`src/hdl/rrt_pkg.sv`:
```
package rrt_pkg;

    localparam int RING_DEPTH = 64;
    localparam int RIDX_W     = $clog2(RING_DEPTH);
    localparam int RSIZE_W    = $clog2(RING_DEPTH + 1);
    localparam int ADDR_W     = 4;
    localparam int QUEUE_DEPTH = 2;

    typedef enum logic [1:0] {
        MODE_SERVICE = 2'd0,
        MODE_START   = 2'd1,
        MODE_CLEAR   = 2'd2,
        MODE_ABORT   = 2'd3
    } t_mode;

    typedef enum logic [1:0] {
        REASON_NONE   = 2'd0,
        REASON_TERM   = 2'd1,
        REASON_LENGTH = 2'd2,
        REASON_ABORT  = 2'd3
    } t_reason;

    typedef enum logic [1:0] {
        REG_EOF_MODE  = 2'd0,
        REG_TERM_A    = 2'd1,
        REG_TERM_B    = 2'd2,
        REG_RING_SIZE = 2'd3
    } t_reg;

    typedef struct packed {
        t_mode       mode;
        logic        rx_present;
        logic [7:0]  rx_byte;
        logic [15:0] request_length;
    } t_item;

    typedef struct packed {
        logic                eof_mode;
        logic [31:0]         terminators_a;
        logic [31:0]         terminators_b;
        logic [RSIZE_W-1:0]  ring_size;
        logic                ring_reset;
    } t_cfg;

    function automatic logic [RSIZE_W-1:0] rrt_clamp(input logic [6:0] v);
        logic [RSIZE_W-1:0] r;
        if (v < 7'd2) begin
            r = RSIZE_W'(2);
        end else if (32'(v) > RING_DEPTH) begin
            r = RSIZE_W'(RING_DEPTH);
        end else begin
            r = RSIZE_W'(v);
        end
        return r;
    endfunction

    function automatic logic [RIDX_W-1:0] rrt_advance(input logic [RIDX_W-1:0] idx,
                                                      input logic [RSIZE_W-1:0] size);
        logic [RSIZE_W-1:0] n;
        n = RSIZE_W'(idx) + RSIZE_W'(1);
        return (n >= size) ? RIDX_W'(0) : n[RIDX_W-1:0];
    endfunction

    function automatic logic [RSIZE_W-1:0] rrt_held(input logic [RIDX_W-1:0] w,
                                                    input logic [RIDX_W-1:0] r,
                                                    input logic [RSIZE_W-1:0] size);
        logic [RSIZE_W-1:0] h;
        if (w >= r) begin
            h = RSIZE_W'(w) - RSIZE_W'(r);
        end else begin
            h = size + RSIZE_W'(w) - RSIZE_W'(r);
        end
        return h;
    endfunction

endpackage

```
`src/hdl/rx_ring_terminated_reader_top.sv`:
```
// Channel   Direction  Handshake               Payload
// input     in         i_in_valid/o_in_stall   i_mode i_rx_present i_rx_byte i_request_length
// output    out        o_out_valid/i_out_stall o_rx_taken o_deliver_valid o_deliver_byte
//                                              o_request_done o_done_reason o_delivered_count
//                                              o_bytes_available o_request_ignored
// config    in/out     APB psel/penable/pready eof_mode, terminators_a/b, ring_size
//
// One item per cycle sustained while i_out_stall is low; an accepted item is
// written into the input queue, then the back end loads the output register.
// The ring pass is combinational: push, head byte, eight terminator compares.
// Reset is synchronous, active low; the ring contents need no clearing.
// An output stall fills the two-entry input queue before o_in_stall rises.
module rx_ring_terminated_reader_top
    import rrt_pkg::*;
(
    input  logic              i_clk,
    input  logic              i_rst_n,
    input  logic              psel,
    input  logic              penable,
    input  logic              pwrite,
    input  logic [ADDR_W-1:0] paddr,
    input  logic [31:0]       pwdata,
    output logic [31:0]       prdata,
    output logic              pready,
    input  logic              i_in_valid,
    output logic              o_in_stall,
    input  logic [1:0]        i_mode,
    input  logic              i_rx_present,
    input  logic [7:0]        i_rx_byte,
    input  logic [15:0]       i_request_length,
    output logic              o_out_valid,
    input  logic              i_out_stall,
    output logic              o_rx_taken,
    output logic              o_deliver_valid,
    output logic [7:0]        o_deliver_byte,
    output logic              o_request_done,
    output logic [1:0]        o_done_reason,
    output logic [15:0]       o_delivered_count,
    output logic [5:0]        o_bytes_available,
    output logic              o_request_ignored
);

    logic               r_eof_mode;
    logic [31:0]        r_term_a;
    logic [31:0]        r_term_b;
    logic [6:0]         r_size_raw;
    logic [RSIZE_W-1:0] r_size;
    logic               r_ring_reset;
    logic               wr_en;
    t_reg               reg_sel;
    logic [RSIZE_W-1:0] new_size;
    t_cfg               cfg;
    logic               q_valid;
    t_item              q_item;
    logic               q_pop;

    assign pready   = 1'b1;
    assign wr_en    = psel && penable && pwrite;
    assign reg_sel  = t_reg'(paddr[ADDR_W-1:2]);
    assign new_size = rrt_clamp(pwdata[6:0]);

    always_ff @(posedge i_clk) begin
        if (!i_rst_n) begin
            r_eof_mode   <= 1'b0;
            r_term_a     <= 32'd0;
            r_term_b     <= 32'd0;
            r_size_raw   <= 7'd64;
            r_size       <= rrt_clamp(7'd64);
            r_ring_reset <= 1'b0;
        end else begin
            r_ring_reset <= 1'b0;
            if (wr_en) begin
                case (reg_sel)
                    REG_EOF_MODE: r_eof_mode <= pwdata[0];
                    REG_TERM_A:   r_term_a   <= pwdata;
                    REG_TERM_B:   r_term_b   <= pwdata;
                    REG_RING_SIZE: begin
                        r_size_raw <= pwdata[6:0];
                        r_size     <= new_size;
                        if (new_size != r_size) begin
                            r_ring_reset <= 1'b1;
                        end
                    end
                    default: begin
                    end
                endcase
            end
        end
    end

    always_comb begin
        case (reg_sel)
            REG_EOF_MODE:  prdata = {31'd0, r_eof_mode};
            REG_TERM_A:    prdata = r_term_a;
            REG_TERM_B:    prdata = r_term_b;
            REG_RING_SIZE: prdata = {25'd0, r_size_raw};
            default:       prdata = 32'd0;
        endcase
    end

    assign cfg.eof_mode      = r_eof_mode;
    assign cfg.terminators_a = r_term_a;
    assign cfg.terminators_b = r_term_b;
    assign cfg.ring_size     = r_size;
    assign cfg.ring_reset    = r_ring_reset;

    rrt_front u_front (
        .i_clk            (i_clk),
        .i_rst_n          (i_rst_n),
        .i_in_valid       (i_in_valid),
        .o_in_stall       (o_in_stall),
        .i_mode           (i_mode),
        .i_rx_present     (i_rx_present),
        .i_rx_byte        (i_rx_byte),
        .i_request_length (i_request_length),
        .o_q_valid        (q_valid),
        .o_q_item         (q_item),
        .i_q_pop          (q_pop)
    );

    rrt_back u_back (
        .i_clk             (i_clk),
        .i_rst_n           (i_rst_n),
        .i_cfg             (cfg),
        .i_q_valid         (q_valid),
        .i_q_item          (q_item),
        .o_q_pop           (q_pop),
        .o_out_valid       (o_out_valid),
        .i_out_stall       (i_out_stall),
        .o_rx_taken        (o_rx_taken),
        .o_deliver_valid   (o_deliver_valid),
        .o_deliver_byte    (o_deliver_byte),
        .o_request_done    (o_request_done),
        .o_done_reason     (o_done_reason),
        .o_delivered_count (o_delivered_count),
        .o_bytes_available (o_bytes_available),
        .o_request_ignored (o_request_ignored)
    );

endmodule

```
`src/hdl/rrt_front.sv`:
```
module rrt_front
    import rrt_pkg::*;
(
    input  logic        i_clk,
    input  logic        i_rst_n,
    input  logic        i_in_valid,
    output logic        o_in_stall,
    input  logic [1:0]  i_mode,
    input  logic        i_rx_present,
    input  logic [7:0]  i_rx_byte,
    input  logic [15:0] i_request_length,
    output logic        o_q_valid,
    output t_item       o_q_item,
    input  logic        i_q_pop
);

    t_item r_q [QUEUE_DEPTH];
    logic  r_wp;
    logic  r_rp;
    logic [1:0] r_cnt;
    logic  push;
    logic  pop;
    t_item item;

    always_comb begin
        item.mode           = t_mode'(i_mode);
        item.rx_present     = i_rx_present;
        item.rx_byte        = i_rx_byte;
        item.request_length = i_request_length;
    end

    assign o_in_stall = (r_cnt == 2'(QUEUE_DEPTH));
    assign push       = i_in_valid && !o_in_stall;
    assign o_q_valid  = (r_cnt != 2'd0);
    assign pop        = i_q_pop && o_q_valid;
    assign o_q_item   = r_q[r_rp];

    always_ff @(posedge i_clk) begin
        if (!i_rst_n) begin
            r_wp  <= 1'b0;
            r_rp  <= 1'b0;
            r_cnt <= 2'd0;
        end else begin
            if (push) begin
                r_wp <= ~r_wp;
            end
            if (pop) begin
                r_rp <= ~r_rp;
            end
            r_cnt <= r_cnt + 2'(push) - 2'(pop);
        end
    end

    always_ff @(posedge i_clk) begin
        if (push) begin
            r_q[r_wp] <= item;
        end
    end

endmodule

```
`src/hdl/rrt_back.sv`:
```
module rrt_back
    import rrt_pkg::*;
(
    input  logic        i_clk,
    input  logic        i_rst_n,
    input  t_cfg        i_cfg,
    input  logic        i_q_valid,
    input  t_item       i_q_item,
    output logic        o_q_pop,
    output logic        o_out_valid,
    input  logic        i_out_stall,
    output logic        o_rx_taken,
    output logic        o_deliver_valid,
    output logic [7:0]  o_deliver_byte,
    output logic        o_request_done,
    output logic [1:0]  o_done_reason,
    output logic [15:0] o_delivered_count,
    output logic [5:0]  o_bytes_available,
    output logic        o_request_ignored
);

    logic [7:0]        r_ring [RING_DEPTH];
    logic [7:0]        r_head;
    logic [RIDX_W-1:0] r_wr;
    logic [RIDX_W-1:0] r_rd;
    logic              r_active;
    logic [15:0]       r_count;
    logic [15:0]       r_len;
    logic              r_out_valid;

    logic [RIDX_W-1:0] n_wr;
    logic [RIDX_W-1:0] n_rd;
    logic              n_active;
    logic [15:0]       n_count;
    logic [15:0]       n_len;

    logic              fire;
    logic              push;
    logic [RIDX_W-1:0] wr_adv;
    logic [RIDX_W-1:0] wr1;
    logic [RSIZE_W-1:0] held1;
    logic [RSIZE_W-1:0] held_f;
    logic [7:0]        head;
    logic              term_hit;
    logic              dvalid;
    logic [7:0]        dbyte;
    logic              done;
    t_reason           reason;
    logic              ignored;

    assign fire    = i_q_valid && (!r_out_valid || !i_out_stall);
    assign o_q_pop = fire;

    always_comb begin
        wr_adv = rrt_advance(r_wr, i_cfg.ring_size);
        push   = fire && i_q_item.rx_present && (wr_adv != r_rd);
        wr1    = push ? wr_adv : r_wr;
        held1  = rrt_held(wr1, r_rd, i_cfg.ring_size);
        head   = (push && (r_wr == r_rd)) ? i_q_item.rx_byte : r_head;

        term_hit = 1'b0;
        for (int k = 0; k < 4; k++) begin
            if (i_cfg.terminators_a[8*k +: 8] == head) begin
                term_hit = 1'b1;
            end
            if (i_cfg.terminators_b[8*k +: 8] == head) begin
                term_hit = 1'b1;
            end
        end
        term_hit = term_hit && i_cfg.eof_mode;

        n_wr     = wr1;
        n_rd     = r_rd;
        n_active = r_active;
        n_count  = r_count;
        n_len    = r_len;
        dvalid   = 1'b0;
        dbyte    = 8'd0;
        done     = 1'b0;
        reason   = REASON_NONE;
        ignored  = 1'b0;

        if (fire) begin
            case (i_q_item.mode)
                MODE_SERVICE: begin
                    if (r_active && (held1 != RSIZE_W'(0))) begin
                        n_rd    = rrt_advance(r_rd, i_cfg.ring_size);
                        n_count = r_count + 16'd1;
                        dvalid  = 1'b1;
                        dbyte   = head;
                        if (term_hit) begin
                            done     = 1'b1;
                            reason   = REASON_TERM;
                            n_active = 1'b0;
                        end else if (n_count == r_len) begin
                            done     = 1'b1;
                            reason   = REASON_LENGTH;
                            n_active = 1'b0;
                        end
                    end
                end
                MODE_START: begin
                    if (r_active) begin
                        ignored = 1'b1;
                    end else begin
                        n_active = 1'b1;
                        n_count  = 16'd0;
                        n_len    = i_q_item.request_length;
                    end
                end
                MODE_CLEAR: begin
                    n_wr = RIDX_W'(0);
                    n_rd = RIDX_W'(0);
                end
                MODE_ABORT: begin
                    if (r_active) begin
                        n_active = 1'b0;
                        done     = 1'b1;
                        reason   = REASON_ABORT;
                    end
                end
                default: begin
                end
            endcase
        end

        if (i_cfg.ring_reset) begin
            n_wr = RIDX_W'(0);
            n_rd = RIDX_W'(0);
        end

        held_f = rrt_held(n_wr, n_rd, i_cfg.ring_size);
    end

    always_ff @(posedge i_clk) begin
        if (!i_rst_n) begin
            r_wr        <= '0;
            r_rd        <= '0;
            r_active    <= 1'b0;
            r_count     <= 16'd0;
            r_len       <= 16'd0;
            r_out_valid <= 1'b0;
        end else begin
            r_wr     <= n_wr;
            r_rd     <= n_rd;
            r_active <= n_active;
            r_count  <= n_count;
            r_len    <= n_len;
            if (fire) begin
                r_out_valid <= 1'b1;
            end else if (!i_out_stall) begin
                r_out_valid <= 1'b0;
            end
        end
    end

    always_ff @(posedge i_clk) begin
        if (push) begin
            r_ring[r_wr] <= i_q_item.rx_byte;
        end
        if (push && (r_wr == n_rd)) begin
            r_head <= i_q_item.rx_byte;
        end else begin
            r_head <= r_ring[n_rd];
        end
    end

    always_ff @(posedge i_clk) begin
        if (fire) begin
            o_rx_taken        <= push;
            o_deliver_valid   <= dvalid;
            o_deliver_byte    <= dbyte;
            o_request_done    <= done;
            o_done_reason     <= reason;
            o_delivered_count <= n_count;
            o_bytes_available <= held_f[5:0];
            o_request_ignored <= ignored;
        end
    end

    assign o_out_valid = r_out_valid;

endmodule
```
`config.mk`:
```
export PLATFORM = sky130hd
export DESIGN_NAME = rx_ring_terminated_reader_top
export DESIGN_NICKNAME = d
export VERILOG_FILES = /design/src/hdl/rrt_pkg.sv /design/src/hdl/rx_ring_terminated_reader_top.sv /design/src/hdl/rrt_front.sv /design/src/hdl/rrt_back.sv
export SDC_FILE = /design/constraint.sdc
export NUM_CORES = 1
export LEC_CHECK = 0
export ABC_CLOCK_PERIOD_IN_PS = 10600
export BUFFER_PORTS_ARGS = -buffer_cell sky130_fd_sc_hd__buf_4
export CAP_MARGIN = 20
export CORE_ASPECT_RATIO = 0.6
export CORE_MARGIN = 1.5
export CORE_UTILIZATION = 45
export CTS_BUF_LIST = sky130_fd_sc_hd__clkbuf_4 sky130_fd_sc_hd__clkbuf_8
export DETAILED_ROUTE_END_ITERATION = 16
export REMOVE_ABC_BUFFERS = 1
export SYNTH_ARGS = -nofsm -noshare
export SYNTH_HDL_FRONTEND = slang
export SYNTH_HIERARCHICAL = 1
export SYNTH_SLANG_ARGS = --single-unit
```
`constraint.sdc`:
```
create_clock -name i_clk -period 10.6 [get_ports i_clk]
set_input_delay 0.53 -clock i_clk [delete_from_list [all_inputs] [get_ports i_clk]]
set_output_delay 0.53 -clock i_clk [all_outputs]
set_load 0.02 [all_outputs]
```
==> flow_metrics.py <==
metrics = {
    "routing": {
        "drc": 0,
        "drt_wl_total_um": 93800,
        "final_antenna_net_count": 0,
        "vias_per_cell": 5.85,
        "detail_route.wl_per_cell_um": 25.1,
        "drt-pass1-iter-count": 8,
        "drt_iter0_drc": 2582,
        "vias": 21816,
    },
    "synthesis": {
        "synth.most_common_cell": "edfxtp_1",
        "ys_ff_latch": 739,
        "yosysSeqAreaShare": 0.621,
        "netlist_top_cells_count": "602 x edfxtp_1, 266 x nand2_1, 137 x dfxtp_1",
        "yosys.area.top_type": "edfxtp_1",
        "synth_top_cells_by_area": "edfxtp_1 54%, dfxtp_1 8.2%, mux4_2 5.7%",
        "async_flop_share": 0,
        "syn_area_um2": 33500,
        "ys_warn_count": 6,
        "synthCells": 2450,
        "synth_flop_cell": "edfxtp_1",
        "ys_types": 101,
        "synth_top_area_share": 0.539,
        "avgSynthCellArea_um2": 13.7,
        "synth_edf_count": 602,
    },
    "clocking": {
        "cts.clk_slew.worst_paths_ns": 0.07,
        "cts_tree": "done",
        "ctsHoldBuffers": 28,
        "cts-buffers-inserted": 105,
        "cts_sinks": 739,
        "cts.htree.levels": 3,
        "cts-root-buf": "clkbuf_8",
        "cts-resized-gates": 0,
        "clockBufferDepth": 3,
        "clock_latency_ns": 0.75,
        "cts_setup_buffers": 0,
    },
    "timing": {
        "rsz0062_at_grt": "false",
        "period_share": 0.902,
        "final_max_slew_viol_count": 0,
        "fin_setup_tns_ns": 0,
        "setup_viol": 0,
        "fmax_mhz": 105,
        "whs_ns": 0.0603,
        "fin_crit_ns": 9.57,
        "worst_pin_slew_ns": 1.11,
        "skew_ns": 0.0427,
        "hold_viol_final": 0,
        "relSlewSlack": 0.252,
    },
    "setup_path": {
        "cp.required_ns": 11.06,
        "crit_slowest_cell": "dfxtp_1",
        "crit_path_start_kind": "flip-flop",
        "crit_top_cell": "a21oi_1",
        "critPathKind": "reg2reg",
        "startpoint": "u_back/r_wr[0]",
        "cpLargestDelayFamily": "compound AO/OA/AOI/OAI gates",
        "rrSetupSlack_ns": 1.03,
        "cp.arrival_ns": 10.02,
        "timing.rr.start": "u_back/r_wr[0]",
        "worst-path-max-fanout": 47,
        "cpPeakStageDelay_ns": 0.67,
        "cp-end-kind": "flip-flop",
        "critPathBufInv": 4,
    },
    "power_and_ir_drop": {
        "p_seq_frac": 0.484,
        "p_leak_nw": 12.9,
        "swShare": 0.292,
        "ir_worst_vdd_mv": 0.121,
        "powerDensity_nw_per_um2": 191,
        "clockPowerShare": 0.322,
        "power_frac_comb": 0.194,
        "cell_internal_pwr_w": 0.00518,
        "p_switching_w": 0.00214,
    },
    "global_routing": {
        "grt_max_degree": 72,
        "grt_pass1_vias": 21335,
        "overflow": 0,
        "antenna_found_initial": 4,
        "grt_pass1_wl_um": 139000,
        "grt_usage": 0.245,
    },
    "hold_path": {
        "hold_path_class": "in2reg",
        "hp-start": "pwdata[15]",
    },
    "floorplan": {
        "start_util": 0.455,
        "die_y_um": 214,
        "ioPinCount": 141,
        "die_area_um2": 76200,
        "fp.dieW_um": 355,
        "fp-row-count": 77,
        "core_area_um2": 73700,
    },
    "placement": {
        "placed_area_um2": 35800,
        "hpwl_um": 63500,
        "port_buffers": 137,
        "gp_congestion": 0.907,
    },
    "job": {
        "maxCapViolations": 0,
    },
    "final_layout": {
        "final_area_um2": 38300,
        "multiInputGateArea_um2": 11800,
        "drive_gt1_frac": 0.222,
        "fillCellCount": 6229,
        "finalNetCount": 2786,
        "syn2layout_area_growth_pct": 14.3,
        "seqCellArea_um2": 20800,
    },
    "run_status": {
        "status": "complete, no violations",
    },
}
==> worst register-to-register path, delay by kind of cell, from the launching register on <==
family | cells | cell delay, ns
adders and majority gates | 6 | 2.08
buffers and inverters | 4 | 0.86
AOI/OAI and AO/OA | 14 | 2.77
and+or+nand+nor | 10 | 2.10
xor gates and xnor gates | 5 | 0.82
DFF | 1 | 0.67
==> cells in the final DEF (no fill, tap or decap), types with 15 or more instances in the layout <==
cell type and instances:
a21oi_1 78, clkbuf_8 123, buf_4 227, a22oi_1 27, nand2b_1 21, and3_1 23
dlygate4sd3_1 28, xnor2_1 69, a22o_1 34, dfxtp_1 133, nor2_1 95, a21boi_0 72
clkbuf_4 48, nor3_1 30, mux2_4 20, mux4_2 85, o22ai_1 20, inv_1 75
o21ai_0 54, mux2_2 23, ha_1 46, and2_1 21, nor4_2 26, edfxtp_1 602
nand3_1 48, mux2i_1 109, xor2_1 61, nor4_1 27, nor2b_1 18, nand4_1 15
nand2_1 266
==> metrics by stage <==
step / setup slack (ns) / utilization / power, W / instances
3_3_place_gp: 1.35 / 0.486 / 0.00497 / 3501
4_1_cts: 1.21 / 0.520 / 0.00736 / 3726
3_5_place_dp: 1.26 / 0.486 / 0.00501 / 3505
2_1_floorplan: 0.593 / - / 0.00441 / 2293
5_1_grt: 0.301 / 0.520 / 0.00760 / 3731
6_report: 1.03 / 0.520 / 0.00733 / 3731
==> sequential cells by signal, indices dropped and copies added, names as in the netlist, 2 cells and up, named ones only <==
name and flops:
u_front/r_q 54, r_term_a 32, u_back/r_wr 6, r_size_raw 7, u_back/o_done_reason 2, r_size 7, u_front/r_cnt 2, u_back/r_len 16
u_back/r_rd 6, u_back/o_delivered_count 16, u_back/o_deliver_byte 8, u_back/r_count 16, r_term_b 32, u_back/r_ring 512, u_back/o_bytes_available 6
==> power groups by stage <==
| stage | clock network [W] | registers, W | logic, W |
|---|---|---|---|
| 2_1_floorplan | 0 | 0.00368 | 0.000723 |
| 3_3_place_gp | 0 | 0.00360 | 0.00136 |
| 3_5_place_dp | 0 | 0.00361 | 0.00140 |
| 4_1_cts | 0.00241 | 0.00355 | 0.00141 |
| 5_1_grt | 0.00253 | 0.00356 | 0.00152 |
| 6_report | 0.00236 | 0.00355 | 0.00142 |
==> kinds of logic (layout without fill, tap and decap cells) <==
| family | after synthesis | count (layout) | synth area share |
|---|---|---|---|
| AOI/OAI and AO/OA | 400 | 400 | 0.0829 |
| xor gates and xnor gates | 131 | 131 | 0.0344 |
| adders and majority gates | 59 | 59 | 0.0249 |
| buffers and inverters | 235 | 528 | 0.0350 |
| DFF | 739 | 739 | 0.621 |
| muxes | 242 | 242 | 0.110 |
| other | 1 | 2 | 0.000112 |
| and+or+nand+nor | 643 | 643 | 0.0922 |
==> layer usage <==
layer | share of wire | vias to the layer above | GRT usage
li1 | - | 9629 | -
met1 | 0.48 | 11075 | 0.392
met2 | 0.39 | 996 | 0.321
met3 | 0.11 | 114 | 0.0801
met4 | 0.014 | 2 | 0.0456
met5 | 0.00014 | - | 0
==> layout make-up <==
type                       instances  area share
sequential                       739       0.543
multi-input combinational       1476       0.307
clock buffer                     169      0.0532
timing repair buffer             257      0.0521
tap                              987      0.0322
inverter                          78     0.00764
clock inverter                    24     0.00460
antenna                            1   0.0000653
==> worst paths after layout <==
path                                      end  cells after the start
setup / recovery  u_back/o_bytes_available[5]                     39
hold / removal                   r_term_b[15]                      3
setup reg to reg  u_back/o_bytes_available[5]                     39
hold reg to reg                 r_size_raw[6]                      1
Note: power is estimated with default switching activity, not from simulation.
